<file path="src/rtl/ibpa_pkg.sv">
`timescale 1ns / 1ps
`default_nettype none

package ibpa_pkg;

    // fixed-point constants
    localparam int unsigned ONE_Q16          = 65536;
    localparam logic [31:0] SCALE_RESET      = 32'h0100_0000;
    localparam logic [14:0] DET_WIDTH_RESET  = 15'd1024;

    // configuration register indexes
    typedef enum logic [0:0] {
        REG_SCALE     = 1'b0,
        REG_DET_WIDTH = 1'b1
    } cfg_reg_t;

    // one projection term of a voxel update
    typedef struct packed {
        logic signed [15:0] x_index;
        logic        [16:0] weight;
        logic signed [15:0] cos_angle;
        logic signed [31:0] sample_left;
        logic signed [31:0] sample_right;
        logic signed [31:0] voxel_in;
        logic               last_term;
    } in_item_t;

    // updated voxel
    typedef struct packed {
        logic signed [31:0] voxel_out;
        logic               saturated;
    } out_item_t;

    // controller states
    typedef enum logic [3:0] {
        ST_IDLE,
        ST_MUL_L,
        ST_MUL_R,
        ST_MUL_F,
        ST_INTERP,
        ST_MUL_LO,
        ST_MUL_HI,
        ST_COMBINE,
        ST_ROUND,
        ST_ACCUM,
        ST_FINAL
    } state_t;

    // datapath operations
    typedef enum logic [3:0] {
        OP_NONE,
        OP_LOAD,
        OP_MUL_L,
        OP_MUL_R,
        OP_MUL_F,
        OP_INTERP,
        OP_MUL_LO,
        OP_MUL_HI,
        OP_COMBINE,
        OP_ROUND,
        OP_ACCUM,
        OP_FINAL
    } dp_op_t;

    typedef struct packed {
        dp_op_t op;
    } dp_cmd_t;

    typedef struct packed {
        logic last_term;
    } dp_status_t;

endpackage

`default_nettype wire

</file>
<file path="src/rtl/ibpa_ctrl.sv">
`timescale 1ns / 1ps
`default_nettype none

module ibpa_ctrl (
    input  wire                  clk,
    input  wire                  rst_n,
    input  wire                  in_valid,
    output logic                 in_ready,
    output logic                 out_valid,
    input  wire                  out_ready,
    output ibpa_pkg::dp_cmd_t    cmd,
    input  ibpa_pkg::dp_status_t status
);

    ibpa_pkg::state_t state_reg;
    ibpa_pkg::state_t state_next;
    logic             out_valid_reg;
    logic             out_valid_next;

    // state and output-valid registers
    always_ff @(posedge clk or negedge rst_n)
    begin
        if (!rst_n)
        begin
            state_reg     <= ibpa_pkg::ST_IDLE;
            out_valid_reg <= 1'b0;
        end
        else
        begin
            state_reg     <= state_next;
            out_valid_reg <= out_valid_next;
        end
    end

    // sequencing of the shared multiplier and the accumulator
    always_comb
    begin
        state_next     = state_reg;
        cmd.op         = ibpa_pkg::OP_NONE;
        in_ready       = 1'b0;
        out_valid_next = out_valid_reg & ~out_ready;
        case (state_reg)
            ibpa_pkg::ST_IDLE:
            begin
                in_ready = 1'b1;
                if (in_valid)
                begin
                    cmd.op     = ibpa_pkg::OP_LOAD;
                    state_next = ibpa_pkg::ST_MUL_L;
                end
            end
            ibpa_pkg::ST_MUL_L:
            begin
                cmd.op     = ibpa_pkg::OP_MUL_L;
                state_next = ibpa_pkg::ST_MUL_R;
            end
            ibpa_pkg::ST_MUL_R:
            begin
                cmd.op     = ibpa_pkg::OP_MUL_R;
                state_next = ibpa_pkg::ST_MUL_F;
            end
            ibpa_pkg::ST_MUL_F:
            begin
                cmd.op     = ibpa_pkg::OP_MUL_F;
                state_next = ibpa_pkg::ST_INTERP;
            end
            ibpa_pkg::ST_INTERP:
            begin
                cmd.op     = ibpa_pkg::OP_INTERP;
                state_next = ibpa_pkg::ST_MUL_LO;
            end
            ibpa_pkg::ST_MUL_LO:
            begin
                cmd.op     = ibpa_pkg::OP_MUL_LO;
                state_next = ibpa_pkg::ST_MUL_HI;
            end
            ibpa_pkg::ST_MUL_HI:
            begin
                cmd.op     = ibpa_pkg::OP_MUL_HI;
                state_next = ibpa_pkg::ST_COMBINE;
            end
            ibpa_pkg::ST_COMBINE:
            begin
                cmd.op     = ibpa_pkg::OP_COMBINE;
                state_next = ibpa_pkg::ST_ROUND;
            end
            ibpa_pkg::ST_ROUND:
            begin
                cmd.op     = ibpa_pkg::OP_ROUND;
                state_next = ibpa_pkg::ST_ACCUM;
            end
            ibpa_pkg::ST_ACCUM:
            begin
                cmd.op     = ibpa_pkg::OP_ACCUM;
                state_next = status.last_term ? ibpa_pkg::ST_FINAL : ibpa_pkg::ST_IDLE;
            end
            ibpa_pkg::ST_FINAL:
            begin
                // wait for a free output slot
                if (!out_valid_reg || out_ready)
                begin
                    cmd.op         = ibpa_pkg::OP_FINAL;
                    out_valid_next = 1'b1;
                    state_next     = ibpa_pkg::ST_IDLE;
                end
            end
            default:
            begin
                state_next = ibpa_pkg::ST_IDLE;
            end
        endcase
    end

    assign out_valid = out_valid_reg;

endmodule

`default_nettype wire

</file>
<file path="src/rtl/ibpa_datapath.sv">
`timescale 1ns / 1ps
`default_nettype none

module ibpa_datapath (
    input  wire                   clk,
    input  wire                   rst_n,
    input  ibpa_pkg::dp_cmd_t     cmd,
    output ibpa_pkg::dp_status_t  status,
    input  ibpa_pkg::in_item_t    in_data,
    output ibpa_pkg::out_item_t   out_data,
    input  wire                   cfg_write,
    input  ibpa_pkg::cfg_reg_t    cfg_index,
    input  wire [31:0]            cfg_data
);

    // configuration and running sum
    logic        [31:0] scale_reg;
    logic        [14:0] det_width_reg;
    logic signed [63:0] sum_reg;
    logic signed [63:0] sum_next;

    // latched term
    logic signed [31:0] left_reg;
    logic signed [31:0] right_reg;
    logic        [16:0] w_reg;
    logic        [16:0] wc_reg;
    logic signed [15:0] cos_reg;
    logic signed [31:0] vox_reg;
    logic               last_reg;

    // working registers
    logic signed [52:0] prod_reg;
    logic signed [49:0] acc_reg;
    logic signed [33:0] f_reg;
    logic signed [31:0] interp_reg;
    logic signed [52:0] lo_reg;
    logic signed [63:0] full_reg;
    logic signed [39:0] term_reg;
    ibpa_pkg::out_item_t out_reg;

    // load-time values
    logic        [16:0] w_clamped;
    logic signed [16:0] x_plus_one;
    logic               left_ok;
    logic               right_ok;

    // shared multiplier
    logic signed [34:0] mul_a;
    logic signed [17:0] mul_b;
    logic signed [52:0] mul_p;

    // rounding, clamping and saturation
    logic signed [52:0] f_rounded;
    logic signed [49:0] acc_rounded;
    logic signed [33:0] interp_wide;
    logic signed [31:0] interp_clamped;
    logic signed [63:0] full_next;
    logic signed [63:0] full_rounded;
    logic signed [64:0] sum_wide;
    logic signed [64:0] total_wide;
    ibpa_pkg::out_item_t final_item;

    // weight clamp and bin validity
    always_comb
    begin
        w_clamped  = (in_data.weight > 17'(ibpa_pkg::ONE_Q16))
                   ? 17'(ibpa_pkg::ONE_Q16) : in_data.weight;
        x_plus_one = 17'(in_data.x_index) + 17'sd1;
        left_ok    = !in_data.x_index[15]
                   && (in_data.x_index[14:0] < det_width_reg);
        right_ok   = !x_plus_one[16]
                   && (x_plus_one[15:0] < {1'b0, det_width_reg});
    end

    // multiplier operand select
    always_comb
    begin
        mul_a = '0;
        mul_b = '0;
        case (cmd.op)
            ibpa_pkg::OP_MUL_L:
            begin
                mul_a = 35'(left_reg);
                mul_b = {1'b0, w_reg};
            end
            ibpa_pkg::OP_MUL_R:
            begin
                mul_a = 35'(right_reg);
                mul_b = {1'b0, wc_reg};
            end
            ibpa_pkg::OP_MUL_F:
            begin
                mul_a = {3'b000, scale_reg};
                mul_b = 18'(cos_reg);
            end
            ibpa_pkg::OP_MUL_LO:
            begin
                mul_a = 35'(f_reg);
                mul_b = {2'b00, interp_reg[15:0]};
            end
            ibpa_pkg::OP_MUL_HI:
            begin
                mul_a = 35'(f_reg);
                mul_b = 18'($signed(interp_reg[31:16]));
            end
            default:
            begin
                mul_a = '0;
                mul_b = '0;
            end
        endcase
        mul_p = mul_a * mul_b;
    end

    // round half up and clamp steps
    always_comb
    begin
        f_rounded      = prod_reg + 53'sd16384;
        acc_rounded    = acc_reg + 50'sd32768;
        interp_wide    = acc_rounded[49:16];
        if (interp_wide > 34'sh0_7FFF_FFFF)
            interp_clamped = 32'sh7FFF_FFFF;
        else if (interp_wide < -34'sh0_8000_0000)
            interp_clamped = -32'sh8000_0000;
        else
            interp_clamped = interp_wide[31:0];

        full_next    = 64'(lo_reg) + {prod_reg[47:0], 16'h0000};
        full_rounded = full_reg + 64'sd8388608;

        // saturating accumulate
        sum_wide = 65'(sum_reg) + 65'(term_reg);
        if (sum_wide[64] != sum_wide[63])
            sum_next = sum_wide[64] ? {1'b1, 63'h0} : {1'b0, {63{1'b1}}};
        else
            sum_next = sum_wide[63:0];

        // final voxel with 32-bit clip
        total_wide = 65'(vox_reg) + 65'(sum_reg);
        if (total_wide[64:31] != {34{total_wide[64]}})
        begin
            final_item.voxel_out = total_wide[64] ? 32'sh8000_0000 : 32'sh7FFF_FFFF;
            final_item.saturated = 1'b1;
        end
        else
        begin
            final_item.voxel_out = total_wide[31:0];
            final_item.saturated = 1'b0;
        end
    end

    // configuration registers and running sum
    always_ff @(posedge clk or negedge rst_n)
    begin
        if (!rst_n)
        begin
            scale_reg     <= ibpa_pkg::SCALE_RESET;
            det_width_reg <= ibpa_pkg::DET_WIDTH_RESET;
            sum_reg       <= '0;
        end
        else
        begin
            if (cfg_write)
            begin
                case (cfg_index)
                    ibpa_pkg::REG_SCALE:     scale_reg     <= cfg_data;
                    ibpa_pkg::REG_DET_WIDTH: det_width_reg <= cfg_data[14:0];
                    default:                 scale_reg     <= scale_reg;
                endcase
            end
            if (cmd.op == ibpa_pkg::OP_ACCUM)
                sum_reg <= sum_next;
            else if (cmd.op == ibpa_pkg::OP_FINAL)
                sum_reg <= '0;
        end
    end

    // payload registers
    always_ff @(posedge clk)
    begin
        case (cmd.op)
            ibpa_pkg::OP_LOAD:
            begin
                left_reg  <= left_ok ? in_data.sample_left : 32'sd0;
                right_reg <= right_ok ? in_data.sample_right : 32'sd0;
                w_reg     <= w_clamped;
                wc_reg    <= 17'(ibpa_pkg::ONE_Q16) - w_clamped;
                cos_reg   <= in_data.cos_angle;
                vox_reg   <= in_data.voxel_in;
                last_reg  <= in_data.last_term;
            end
            ibpa_pkg::OP_MUL_L:
            begin
                prod_reg <= mul_p;
            end
            ibpa_pkg::OP_MUL_R:
            begin
                prod_reg <= mul_p;
                acc_reg  <= prod_reg[49:0];
            end
            ibpa_pkg::OP_MUL_F:
            begin
                prod_reg <= mul_p;
                acc_reg  <= acc_reg + prod_reg[49:0];
            end
            ibpa_pkg::OP_INTERP:
            begin
                f_reg      <= f_rounded[48:15];
                interp_reg <= interp_clamped;
            end
            ibpa_pkg::OP_MUL_LO:
            begin
                prod_reg <= mul_p;
            end
            ibpa_pkg::OP_MUL_HI:
            begin
                prod_reg <= mul_p;
                lo_reg   <= prod_reg;
            end
            ibpa_pkg::OP_COMBINE:
            begin
                full_reg <= full_next;
            end
            ibpa_pkg::OP_ROUND:
            begin
                term_reg <= full_rounded[63:24];
            end
            ibpa_pkg::OP_FINAL:
            begin
                out_reg <= final_item;
            end
            default:
            begin
                last_reg <= last_reg;
            end
        endcase
    end

    assign status.last_term = last_reg;
    assign out_data         = out_reg;

endmodule

`default_nettype wire

</file>
<file path="src/rtl/interpolated_backprojection_accumulate_top.sv">
// path: a term runs through the multiply, interpolate, combine, round and accumulate
//   states, one term at a time, on a single shared 35x18 multiplier used five times
//   per term; a last term's result is registered in the final state
// a finished voxel waits in the output register while the next term is taken
// reset: scale 1.0, detector width 1024, running sum cleared, no result pending
`timescale 1ns / 1ps
`default_nettype none

module interpolated_backprojection_accumulate_top (
    input  wire                  clk,
    input  wire                  rst_n,
    input  wire                  in_valid,
    output logic                 in_ready,
    input  ibpa_pkg::in_item_t   in_data,
    output logic                 out_valid,
    input  wire                  out_ready,
    output ibpa_pkg::out_item_t  out_data,
    input  wire                  cfg_valid,
    output logic                 cfg_ready,
    input  ibpa_pkg::cfg_reg_t   cfg_index,
    input  wire [31:0]           cfg_data
);

    ibpa_pkg::dp_cmd_t    cmd;
    ibpa_pkg::dp_status_t status;

    // register writes are always taken
    assign cfg_ready = 1'b1;

    // controller
    ibpa_ctrl u_ctrl (
        .clk       (clk),
        .rst_n     (rst_n),
        .in_valid  (in_valid),
        .in_ready  (in_ready),
        .out_valid (out_valid),
        .out_ready (out_ready),
        .cmd       (cmd),
        .status    (status)
    );

    // datapath
    ibpa_datapath u_datapath (
        .clk       (clk),
        .rst_n     (rst_n),
        .cmd       (cmd),
        .status    (status),
        .in_data   (in_data),
        .out_data  (out_data),
        .cfg_write (cfg_valid & cfg_ready),
        .cfg_index (cfg_index),
        .cfg_data  (cfg_data)
    );

endmodule

`default_nettype wire
</file>
<file path="config.mk">
export PLATFORM = sky130hd
export DESIGN_NAME = interpolated_backprojection_accumulate_top
export DESIGN_NICKNAME = d
export VERILOG_FILES = /design/src/rtl/ibpa_pkg.sv /design/src/rtl/ibpa_ctrl.sv /design/src/rtl/ibpa_datapath.sv /design/src/rtl/interpolated_backprojection_accumulate_top.sv
export SDC_FILE = /design/constraint.sdc
export NUM_CORES = 2
export LEC_CHECK = 0
export BUFFER_PORTS_ARGS = -buffer_cell sky130_fd_sc_hd__buf_2
export CAP_MARGIN = 20
export CORE_UTILIZATION = 63
export DETAILED_ROUTE_END_ITERATION = 12
export PLACE_DENSITY_LB_ADDON = 0.2
export SYNTH_ARGS = -nofsm -noshare
export SYNTH_HDL_FRONTEND = slang
export SYNTH_HIERARCHICAL = 1
export SYNTH_SLANG_ARGS = --single-unit
</file>
<file path="constraint.sdc">
create_clock -name clk -period 14.9 [get_ports clk]
set_input_delay 0.745 -clock clk [delete_from_list [all_inputs] [get_ports clk]]
set_output_delay 0.745 -clock clk [all_outputs]
set_load 0.01 [all_outputs]
</file>
==> reports/qor.yml <==
hold_path:
  hold_start: "in_data[97]"
  min_path_type: "in2reg"
yosys:
  yosysTopAreaCellShare: 0.245
  ys_seq_elements: 582
  ys_seq_area_frac: 0.296
  synthTopCellsByArea: "edfxtp_1, fa_1, ha_1, inv_1, dfrtp_1"
  yosysTopAreaCell: "edfxtp_1"
  synth-main-ff-cell: "edfxtp_1"
  synth_area_um2: 57000
  syn_inst: 5932
  syn-num-nets: 7091
  ys_warn_count: 6
  synth_cell_type_count: 105
  synth.avg_cell_area_um2: 9.61
  async_flop_share: 0.199
  synth_edf_count: 466
critical_path:
  crit_fanout: 55
  critPathLaunchType: "flop"
  worstPathArrival_ns: 11.64
  cp_slowest_cell: "buf_4"
  crit_type: "reg2reg"
  r2r_slack_ns: 3.66
  startpoint: "u_ctrl/state_reg[1]$_DFFE_PN0P_"
  crit_family: "compound AO/OA/AOI/OAI gates"
  crit_path_end_kind: "flop"
  crit_top_cell: "fa_1"
  cpPeakStageDelay_ns: 0.78
  rr_endpoint: "u_datapath/prod_reg[52]$_DFFE_PP_"
  path_buf_inv: 6
  worstSetupEndpoint: "u_datapath/prod_reg[52]$_DFFE_PP_"
  cp.depth: 32
  required_ns: 15.30
  rr_worst_depth: 32
  r2r_start: "u_ctrl/state_reg[1]$_DFFE_PN0P_"
layout:
  nets: 7257
  drive_above_1_share: 0.0908
  largest_register_ffs: 64
  layout_common_cells: "inv_1, nand2_1, fa_1"
  syn2layout_area_growth_pct: 8.69
  final_common_cell: "inv_1"
clock_tree:
  clockBufferDepth: 3
  ctsResizeCount: 0
  cts_root_buf: "clkbuf_16"
  cts_tree: "built"
  cts_made_buffers: 69
  clkSinkCount: 582
  path_clk_slew_ns: 0.06
  h-tree-depth: 3
  clock_latency_ns: 0.66
floorplanning:
  core_um2: 89100
  die_x_um: 303
  die_y_um: 303
  io_pins: 220
  dieArea_um2: 91700
  fp-row-count: 109
  start_util: 0.640
sta:
  period_minus_slack_ns: 11.24
  fmax_ghz: 0.0890
  worst_slew_pin_slew_ns: 1.29
  fin_setup_tns_ns: 0
  rsz0062_at_grt: "false"
  clock_skew_ns: 0.0400
  slew_violations: 0
  min_period_over_period: 0.754
  hold_viol: 0
  setup_violations: 0
  max_slew_margin: 0.143
detailed_routing:
  first_iter_violations: 4266
  via_per_inst: 6.10
  route.detailed.drc: 0
  routed_wl_um: 165000
  wl_per_cell_um: 22.6
  drt_first_pass_iters: 6
  vias: 44600
  ant_nets: 0
run:
  drv_cap: 0
global_route:
  grt_pass1_vias: 44000
  overflow: 0
  grt_use_total: 0.366
  grt_max_degree: 93
  grt_pass1_wl_um: 252000
  grt_antenna_before_repair: 4
outcome:
  status: "finished, final reports clean"
placed_design:
  gp_congestion: 0.972
  port_buffers: 218
  hpwl_um: 129000
[cells in the mapped netlist, types with 52 or more instances]
library cell,instances
dfrtp_1,114
xnor2_1,214
nor2b_1,56
fa_1,593
o21a_1,52
nand4_1,56
a21o_1,167
mux2_2,52
o21ai_0,231
edfxtp_1,466
nor2_1,583
and3_1,52
nand2b_1,62
clkbuf_1,179
nor3_1,55
nand3_1,91
xor2_1,145
nand2_1,632
a21oi_1,259
ha_1,382
inv_1,811
o21ai_1,76
and2_1,93
[how the worst min path moves through the flow]
| stage | endpoint | slack, ns | cells after the start |
|---|---|---|---|
| 2_1_floorplan | u_datapath/lo_reg[50]$_DFFE_PN_ | 0.40 | 0 |
| 3_3_place_gp | u_datapath/det_width_reg[14]$_DFFE_PN0P_ | 0.49 | 1 |
| 3_5_place_dp | u_datapath/det_width_reg[4]$_DFFE_PN0P_ | 0.50 | 1 |
| 4_1_cts | u_datapath/cos_reg[5]$_DFFE_PN_ | 0.24 | 1 |
| 5_1_grt | u_datapath/cos_reg[0]$_DFFE_PN_ | 0.25 | 1 |
| 6_report | u_datapath/cos_reg[0]$_DFFE_PN_ | 0.27 | 1 |
[what timing repair did]
item	in CTS	in global routing
endpoints found under the hold margin	9	0
endpoints found under the setup margin	0	0
buffers inserted	0	0
hold buffers	1	0
[logic make-up after synthesis]
logic type      after synthesis  synth area share
flops                       582             0.296
mux                          87            0.0166
buf+inv                    1033            0.0699
xor+xnor                    359            0.0551
fa+ha+maj                   975             0.292
simple gates               1772             0.141
other cells                   1         0.0000658
compound gates             1123             0.129
[metal layers]
layer,vias up,part of all wire,global-route usage
li1,20300,-,-
met4,4,0.058,0.179
met3,448,0.095,0.0802
met1,21800,0.39,0.474
met5,-,0.00043,0.00414
met2,2145,0.46,0.584
[final cells by class]
type                       count  area, um2
antenna                        1       2.50
multi-input combinational   4317      36300
fill                        6823      27100
clock inverter                38        419
inverter                     814       3060
sequential                   582      16900
tap                         1165       1460
clock buffer                  89       1920
timing repair buffer         314       1880
[per-stage QoR]
stage,setup WS [ns],cell area [um2],hold WS [ns],utilization,cells
final,3.66,62000,0.268,0.696,7320
after global routing,3.09,62000,0.247,0.696,7319
after CTS,3.80,61900,0.237,0.695,7315
after detailed placement,3.45,59500,0.495,0.669,7187
after global placement,3.62,59500,0.487,0.669,7187
after floorplan,1.91,57000,0.400,-,5932
Power is left out: the tool's default activity adds up to more than one toggle a clock period on the data nets, which glitch-free logic cannot reach.
